### src/hw/rtl/hdp_pkg.sv
// Shared types, constants and helpers for the HID descriptor item parser.
// No dependencies; every other file in hw/rtl imports this package.
package hdp_pkg;

    // Collection nesting limit and the effective cap that fits nest_depth
    localparam int MAX_NESTING = 15;
    localparam int DEPTH_W     = 4;
    localparam int DEPTH_MAXV  = (1 << DEPTH_W) - 1;
    localparam logic [DEPTH_W-1:0] DEPTH_CAP =
        DEPTH_W'((MAX_NESTING < DEPTH_MAXV) ? MAX_NESTING : DEPTH_MAXV);

    // Prefix codes
    localparam logic [7:0] PFX_LONG      = 8'hfe;
    localparam logic [7:0] PFX_KIND_MASK = 8'hfc;
    localparam logic [7:0] PFX_END_COLL  = 8'hc0;
    localparam logic [7:0] PFX_COLL      = 8'ha0;

    // Result status codes
    localparam logic [1:0] ST_OK    = 2'd0;
    localparam logic [1:0] ST_LONG  = 2'd1;
    localparam logic [1:0] ST_TRUNC = 2'd2;

    typedef struct packed {
        logic [3:0]         item_tag;
        logic [1:0]         item_type;
        logic [2:0]         data_bytes;
        logic [31:0]        item_value;
        logic [DEPTH_W-1:0] nest_depth;
        logic [1:0]         item_status;
    } t_result;

    // Size code to data byte count: 0, 1, 2, 4
    function automatic logic [2:0] size_of(input logic [1:0] code);
        logic [2:0] n;
        case (code)
            2'd0:    n = 3'd0;
            2'd1:    n = 3'd1;
            2'd2:    n = 3'd2;
            default: n = 3'd4;
        endcase
        return n;
    endfunction

endpackage

### src/hw/rtl/hdp_stream_if.sv
// Valid/ready channel interfaces for descriptor bytes and parsed items.
// Depends on hdp_pkg for the item depth width.
interface hdp_byte_if;
    logic       valid;
    logic       ready;
    logic [7:0] desc_byte;
    logic       desc_last;

    modport source (output valid, output desc_byte, output desc_last, input ready);
    modport sink   (input valid, input desc_byte, input desc_last, output ready);
endinterface

interface hdp_item_if;
    import hdp_pkg::*;
    logic               valid;
    logic               ready;
    logic [3:0]         item_tag;
    logic [1:0]         item_type;
    logic [2:0]         data_bytes;
    logic [31:0]        item_value;
    logic [DEPTH_W-1:0] nest_depth;
    logic [1:0]         item_status;

    modport source (output valid, output item_tag, output item_type, output data_bytes,
                    output item_value, output nest_depth, output item_status,
                    input ready);
    modport sink   (input valid, input item_tag, input item_type, input data_bytes,
                    input item_value, input nest_depth, input item_status,
                    output ready);
endinterface

### src/hw/rtl/hdp_parse_core.sv
// Parser state and per-byte step logic: prefix decode, data assembly, depth.
// Depends on hdp_pkg.
module hdp_parse_core (
    input  logic             i_clk,
    input  logic             i_rst_n,
    input  logic             i_step,
    input  logic [7:0]       i_byte,
    input  logic             i_last,
    output logic             o_emit,
    output hdp_pkg::t_result o_result
);
    import hdp_pkg::*;

    logic [7:0]         r_prefix, n_prefix;
    logic [2:0]         r_left,   n_left;
    logic [1:0]         r_pos,    n_pos;
    logic [31:0]        r_accum,  n_accum;
    logic [DEPTH_W-1:0] r_depth,  n_depth;
    logic               r_halted, n_halted;

    logic               emit;
    logic [7:0]         e_prefix;
    logic [2:0]         e_nbytes;
    logic [31:0]        e_value;
    logic [1:0]         e_status;
    logic [31:0]        accum_new;
    logic [2:0]         left_dec;
    logic [2:0]         held_size;
    logic [2:0]         new_size;
    logic [7:0]         kind;
    logic [DEPTH_W-1:0] rep_depth;

    assign accum_new = r_accum | ({24'd0, i_byte} << {r_pos, 3'b000});
    assign left_dec  = r_left - 3'd1;
    assign held_size = size_of(r_prefix[1:0]);
    assign new_size  = size_of(i_byte[1:0]);

    always_comb begin
        n_prefix = r_prefix;
        n_left   = r_left;
        n_pos    = r_pos;
        n_accum  = r_accum;
        n_halted = r_halted;
        emit     = 1'b0;
        e_prefix = i_byte;
        e_nbytes = 3'd0;
        e_value  = 32'd0;
        e_status = ST_OK;

        if (!r_halted) begin
            if (r_left == 3'd0) begin
                if (i_byte == PFX_LONG) begin
                    emit     = 1'b1;
                    e_status = ST_LONG;
                    n_halted = 1'b1;
                end else if (new_size == 3'd0) begin
                    emit = 1'b1;
                end else begin
                    n_prefix = i_byte;
                    n_left   = new_size;
                    n_pos    = 2'd0;
                    n_accum  = 32'd0;
                    if (i_last) begin
                        emit     = 1'b1;
                        e_status = ST_TRUNC;
                    end
                end
            end else begin
                n_accum  = accum_new;
                n_pos    = r_pos + 2'd1;
                n_left   = left_dec;
                e_prefix = r_prefix;
                e_value  = accum_new;
                if (left_dec == 3'd0) begin
                    emit     = 1'b1;
                    e_nbytes = held_size;
                end else if (i_last) begin
                    emit     = 1'b1;
                    e_status = ST_TRUNC;
                    e_nbytes = held_size - left_dec;
                end
            end
        end

        // end collection lowers before the report, collection raises after
        kind      = e_prefix & PFX_KIND_MASK;
        rep_depth = r_depth;
        if (emit && kind == PFX_END_COLL && r_depth != '0) begin
            rep_depth = r_depth - DEPTH_W'(1);
        end
        n_depth = rep_depth;
        if (emit && kind == PFX_COLL && rep_depth < DEPTH_CAP) begin
            n_depth = rep_depth + DEPTH_W'(1);
        end

        // last byte: back to the reset state for the next descriptor
        if (i_last) begin
            n_prefix = 8'd0;
            n_left   = 3'd0;
            n_pos    = 2'd0;
            n_accum  = 32'd0;
            n_depth  = '0;
            n_halted = 1'b0;
        end
    end

    always_ff @(posedge i_clk) begin
        if (!i_rst_n) begin
            r_prefix <= 8'd0;
            r_left   <= 3'd0;
            r_pos    <= 2'd0;
            r_accum  <= 32'd0;
            r_depth  <= '0;
            r_halted <= 1'b0;
        end else if (i_step) begin
            r_prefix <= n_prefix;
            r_left   <= n_left;
            r_pos    <= n_pos;
            r_accum  <= n_accum;
            r_depth  <= n_depth;
            r_halted <= n_halted;
        end
    end

    assign o_emit               = i_step && emit;
    assign o_result.item_tag    = e_prefix[7:4];
    assign o_result.item_type   = e_prefix[3:2];
    assign o_result.data_bytes  = e_nbytes;
    assign o_result.item_value  = e_value;
    assign o_result.nest_depth  = rep_depth;
    assign o_result.item_status = e_status;

endmodule

### src/hw/rtl/hid_descriptor_item_parser.sv
// HID report descriptor short-item parser, top level.
// Depends on hdp_pkg, hdp_stream_if.sv (channel interfaces) and hdp_parse_core.
//
// Feed descriptor bytes on i_desc, one request per byte, with desc_last set
// on the final byte. Each completed short item yields one request on o_item
// with tag, type, data byte count, little-endian value, the collection depth
// used for the report, and status. End collection lowers the depth before
// it is reported, collection raises it afterwards; depth saturates at 0 and
// at the nesting cap. A long-item prefix (0xfe) reports long-item status and
// the rest of that descriptor is swallowed. If desc_last arrives mid-item a
// truncated status is reported with the bytes received so far. After the
// last byte the parser returns to its reset state, depth included.
// Throughput is one byte per cycle while o_item is not stalled: a byte is
// registered on entry, the parser consumes it in a single pass once the
// output register is free or being drained that cycle, and the result
// lands in an output register. The input stage accepts a byte whenever the
// input register is empty or its byte is being consumed that cycle.
module hid_descriptor_item_parser (
    input  logic       i_clk,
    input  logic       i_rst_n,
    hdp_byte_if.sink   i_desc,
    hdp_item_if.source o_item
);
    import hdp_pkg::*;

    // input register
    logic       r_in_vld;
    logic [7:0] r_in_byte;
    logic       r_in_last;

    // output register
    logic       r_out_vld, n_out_vld;
    t_result    r_out;

    logic       out_free;
    logic       step;
    logic       in_acc;
    logic       emit;
    t_result    result;

    // parser consumes the held byte whenever the result slot can take a result
    assign out_free     = !r_out_vld || o_item.ready;
    assign step         = r_in_vld && out_free;
    assign i_desc.ready = !r_in_vld || step;
    assign in_acc       = i_desc.valid && i_desc.ready;

    always_ff @(posedge i_clk) begin
        if (!i_rst_n) begin
            r_in_vld <= 1'b0;
        end else if (in_acc) begin
            r_in_vld <= 1'b1;
        end else if (step) begin
            r_in_vld <= 1'b0;
        end
    end

    always_ff @(posedge i_clk) begin
        if (in_acc) begin
            r_in_byte <= i_desc.desc_byte;
            r_in_last <= i_desc.desc_last;
        end
    end

    hdp_parse_core u_core (
        .i_clk    (i_clk),
        .i_rst_n  (i_rst_n),
        .i_step   (step),
        .i_byte   (r_in_byte),
        .i_last   (r_in_last),
        .o_emit   (emit),
        .o_result (result)
    );

    // bytes that produce nothing just drain the slot if it is being taken
    always_comb begin
        n_out_vld = r_out_vld;
        if (out_free) begin
            n_out_vld = emit;
        end
    end

    always_ff @(posedge i_clk) begin
        if (!i_rst_n) begin
            r_out_vld <= 1'b0;
        end else begin
            r_out_vld <= n_out_vld;
        end
    end

    always_ff @(posedge i_clk) begin
        if (emit) begin
            r_out <= result;
        end
    end

    assign o_item.valid       = r_out_vld;
    assign o_item.item_tag    = r_out.item_tag;
    assign o_item.item_type   = r_out.item_type;
    assign o_item.data_bytes  = r_out.data_bytes;
    assign o_item.item_value  = r_out.item_value;
    assign o_item.nest_depth  = r_out.nest_depth;
    assign o_item.item_status = r_out.item_status;

endmodule

### src/flat_wrapper.sv
// flat-port wrapper written by rule: the top's interface ports become plain ports
module hid_descriptor_item_parser_flat import hdp_pkg::*;
  (i_clk, i_rst_n, i_desc_valid, i_desc_desc_byte, i_desc_desc_last, i_desc_ready, o_item_valid, o_item_item_tag, o_item_item_type, o_item_data_bytes, o_item_item_value, o_item_nest_depth, o_item_item_status, o_item_ready);
  hdp_byte_if i_desc_i ();
  hdp_item_if o_item_i ();
  input  logic i_clk;
  input  logic i_rst_n;
  input wire logic [$bits(i_desc_i.valid)-1:0] i_desc_valid;
  input wire logic [$bits(i_desc_i.desc_byte)-1:0] i_desc_desc_byte;
  input wire logic [$bits(i_desc_i.desc_last)-1:0] i_desc_desc_last;
  output wire logic [$bits(i_desc_i.ready)-1:0] i_desc_ready;
  output wire logic [$bits(o_item_i.valid)-1:0] o_item_valid;
  output wire logic [$bits(o_item_i.item_tag)-1:0] o_item_item_tag;
  output wire logic [$bits(o_item_i.item_type)-1:0] o_item_item_type;
  output wire logic [$bits(o_item_i.data_bytes)-1:0] o_item_data_bytes;
  output wire logic [$bits(o_item_i.item_value)-1:0] o_item_item_value;
  output wire logic [$bits(o_item_i.nest_depth)-1:0] o_item_nest_depth;
  output wire logic [$bits(o_item_i.item_status)-1:0] o_item_item_status;
  input wire logic [$bits(o_item_i.ready)-1:0] o_item_ready;
  assign i_desc_i.valid = i_desc_valid;
  assign i_desc_i.desc_byte = i_desc_desc_byte;
  assign i_desc_i.desc_last = i_desc_desc_last;
  assign i_desc_ready = i_desc_i.ready;
  assign o_item_valid = o_item_i.valid;
  assign o_item_item_tag = o_item_i.item_tag;
  assign o_item_item_type = o_item_i.item_type;
  assign o_item_data_bytes = o_item_i.data_bytes;
  assign o_item_item_value = o_item_i.item_value;
  assign o_item_nest_depth = o_item_i.nest_depth;
  assign o_item_item_status = o_item_i.item_status;
  assign o_item_i.ready = o_item_ready;
  hid_descriptor_item_parser u_core (.i_clk(i_clk), .i_rst_n(i_rst_n), .i_desc(i_desc_i), .o_item(o_item_i));
endmodule
### config.mk
export PLATFORM = sky130hd
export DESIGN_NAME = hid_descriptor_item_parser_flat
export DESIGN_NICKNAME = d
export VERILOG_FILES = /design/src/hw/rtl/hdp_pkg.sv /design/src/hw/rtl/hdp_stream_if.sv /design/src/hw/rtl/hdp_parse_core.sv /design/src/hw/rtl/hid_descriptor_item_parser.sv /design/src/flat_wrapper.sv
export SDC_FILE = /design/constraint.sdc
export NUM_CORES = 1
export LEC_CHECK = 0
export BUFFER_PORTS_ARGS = -buffer_cell sky130_fd_sc_hd__buf_2
export CORE_MARGIN = 10
export CORE_UTILIZATION = 45
export CTS_CLUSTER_DIAMETER = 120
export DETAILED_ROUTE_END_ITERATION = 16
export PLACE_DENSITY = 0.67
export SETUP_SLACK_MARGIN = 0.3
export SKIP_CTS_REPAIR_TIMING = 1
export SLEW_MARGIN = 25
export SYNTH_ARGS = -nofsm -noshare
export SYNTH_HDL_FRONTEND = slang
export SYNTH_SLANG_ARGS = --single-unit
### constraint.sdc
create_clock -name i_clk -period 5.7 [get_ports i_clk]
set_input_delay 0.285 -clock i_clk [delete_from_list [all_inputs] [get_ports i_clk]]
set_output_delay 0.285 -clock i_clk [all_outputs]
set_load 0.02 [all_outputs]
==> flow_summary.ini <==
[logic_synthesis]
synth_seq_area_share_pct = 57.1
synth-compound-area-share_pct = 16.3
synthXorXnorAreaFrac_pct = 0.367
synth_enable_flop_cells = 56
async_reset_ff_share_pct = 0
syn_nets = 485
synthSimpleGateAreaFrac_pct = 19.2
ys_types = 62
synth_ff_type = edfxtp_1
synth.mux.area_fraction_pct = 0.945
ys_seq_elements = 108
netlist_area_sq_um = 4770
avgSynthCellArea_sq_um = 10.3
synth_cells = 465
ys.warnings.count = 0
synth_fa_ha_area_share_pct = 1.99
synth_top_family_by_area = simple AND/OR/NAND/NOR gates

[critical_path]
cp_common_cell = ha_1
worstSetupEndpointType = flop
cp.arrival_ps = 3820
cp-start-kind = flop
max_stage_delay_ps = 660
critPathMaxFanout = 21
crit_type = reg2reg
cp_cell_sequence = inv_1 > ha_1 > ha_1 > or2_1 > mux2_4 > and3_1 > and2_1 > xnor2_1 > ha_1 > nand2_1 > a21oi_1 > nand3b_1 > a41oi_1
crit_required_ps = 5940
worst_r2r_path_depth = 13
r2r_start = u_core.u_core.r_left[0]
critPathSlowestCell = or2_1
r2r_end = u_core.u_core.r_depth[0]
rrSetupSlack_ps = 2130

[die]
dieArea_sq_um = 15100
rows = 37
die_w_microns = 123
core_area_sq_um = 10300
start_util_pct = 46.2
io_pins = 62
die_y_microns = 123

[hold_path]
min_to = u_core.r_in_byte[1]
holdCritStartpoint = i_desc_desc_byte[1]
hold_path_depth = 1
hp-class = in2reg

[grt]
antenna_found_initial = 0
grt_pass1_wl_microns = 17300
grt_overflow = 0
grt_pass1_vias = 3466
track_usage_pct = 14.4
grt_max_degree = 49

[power_and_ir_drop]
p_leak_nw = 1.88
total_power_mw = 1.48
p_per_area_nw_per_um2 = 276
power.switching_mw = 0.356
ir_drop_uv = 125
seq_power_share_pct = 58.0
combPwrFrac_pct = 7.5
p_sw_share_pct = 24.1
power.internal_mw = 1.12
power_frac_clock_pct = 34.6

[clock_network]
htreeDepth = 3
clkTransAtPathRegs_ps = 100
clockBufferDepth = 2
clk_latency_ps = 370
cts_root_buffer = clkbuf_8
cts_buffers = 9
cts_tree = done
clock-sinks = 108

[timing]
finalSetupViolCount = 0
slew_viol_final = 0
skew_ps = 9.82
period_share_pct = 62.7
slew_headroom_pct = 36.5
fin_crit_ps = 3570
holdWs_ps = 83.5
fmax_mhz = 280
worstMarginPinSlew_ps = 945
rsz0062_at_grt = false
fin_setup_tns_ps = 0
hold_viol_final = 0

[drt]
wire_per_inst_microns = 16.4
drt_iter0_markers = 253
final_antenna_net_count = 0
drc = 0
viasPerCell = 5.52
vias = 3565
drt_wl_total_microns = 10600
drtPass1Iterations = 5

[cells_and_area]
final_common_cell = nor2_1
drive_above_1_share_pct = 18.6
final_cell_mix = nor2_1, buf_2, edfxtp_1
stdcell_area_sq_um = 5350
final_cells = 646
fillers = 942
diodes = 0
finalNetCount = 525
area_delta_synth_final_pct = 12.1

[place]
place_area_sq_um = 5120
place.port_buffers = 61
post-place-cells = 630
routabilityCongestion = 0.877
place_hpwl_microns = 7300

[outcome]
status = finished clean

[job]
maxCapViolations = 0
==> cell families after synthesis <==
logic type                 after synthesis
adders and majority gates                7
muxes                                    4
buffers and inverters                   46
xor gates and xnor gates                 2
AOI/OAI and AO/OA                      117
DFF                                    108
and+or+nand+nor                        181
==> layer usage <==
metal / part of all wire (%) / GRT usage (%) / vias to the layer above
met3: 8.6 / 4.28 / 15
li1: - / - / 1745
met4: 1.7 / 5.38 / 0
met5: 0 / 0 / -
met1: 43 / 18.5 / 1683
met2: 46 / 22.5 / 122
==> synth_stat cells, drive strengths merged (5+ instances only) <==
cell	instances	area share, %
clkbuf	25	2.0
o21a	6	0.94
o211ai	5	0.89
a21oi	46	4.8
nor2b	10	1.3
edfxtp	56	35
nand2	39	3.1
ha	6	1.6
o21ai	12	1.3
nand3	8	1.1
dfxtp	52	22
nand3b	8	1.3
nor3	7	0.73
buf	11	1.3
a22oi	32	5.0
or3b	5	0.92
nor2	73	5.7
inv	10	0.79
==> worst max-delay path, delay by kind of cell (launching register included) <==
kind / cells / cell delay, ps
flops: 1 / 350
simple gates: 5 / 1320
xor+xnor: 1 / 190
compound gates: 2 / 340
buf+inv: 1 / 90
fa+ha+maj: 3 / 780
mux: 1 / 380
==> final cells by class <==
| class | instances | area [sq um] | share of cell area, % |
|---|---|---|---|
| flip-flops and latches | 108 | 2720 | 50.9 |
| repair buffers | 65 | 335 | 6.27 |
| clock inverters | 6 | 98.8 | 1.85 |
| inverters | 10 | 37.5 | 0.702 |
| multi-input cells | 311 | 1860 | 34.7 |
| clock buffers | 10 | 128 | 2.39 |
| well taps | 136 | 170 | 3.18 |
==> power by group through the flow <==
| stage | registers [mW] | clock network (mW) | logic (mW) |
|---|---|---|---|
| 2_1_floorplan | 0.876 | 0 | 0.0728 |
| 3_3_place_gp | 0.874 | 0 | 0.108 |
| 3_5_place_dp | 0.874 | 0 | 0.111 |
| 4_1_cts | 0.857 | 0.524 | 0.112 |
| 5_1_grt | 0.860 | 0.562 | 0.123 |
| 6_report | 0.857 | 0.511 | 0.110 |
==> stage by stage <==
stage,worst slack (ps),utilization (%)
final,2130,51.8
after CTS,2130,51.8
after global routing,1740,51.8
after global placement,2320,49.5
after detailed placement,2170,49.6
after floorplan,2720,-
==> worst max path at each step <==
stage / end / startpoint / depth (start not counted)
6_report: u_core.u_core.r_depth[0] / u_core.u_core.r_left[0] / 13
5_1_grt: u_core.u_core.r_depth[0] / u_core.u_core.r_left[0] / 13
4_1_cts: u_core.u_core.r_depth[0] / u_core.u_core.r_left[0] / 13
3_5_place_dp: u_core.u_core.r_depth[0] / u_core.u_core.r_left[0] / 13
3_3_place_gp: u_core.u_core.r_depth[0] / u_core.u_core.r_left[0] / 13
2_1_floorplan: u_core.o_item.data_bytes[0] / u_core.u_core.r_left[0] / 6
==> registers in the layout (all words and copies together) (netlist names), 2 cells and up <==
register                   cells
u_core.r_in_byte               8
u_core.o_item.item_tag         4
u_core.u_core.r_prefix         8
u_core.o_item.nest_depth       4
u_core.u_core.r_left           3
u_core.u_core.r_depth          4
u_core.o_item.item_type        2
u_core.o_item.item_status      2
u_core.u_core.r_accum         32
u_core.o_item.item_value      32
u_core.o_item.data_bytes       3
u_core.u_core.r_pos            2
Power figures use the tool's default switching activity.
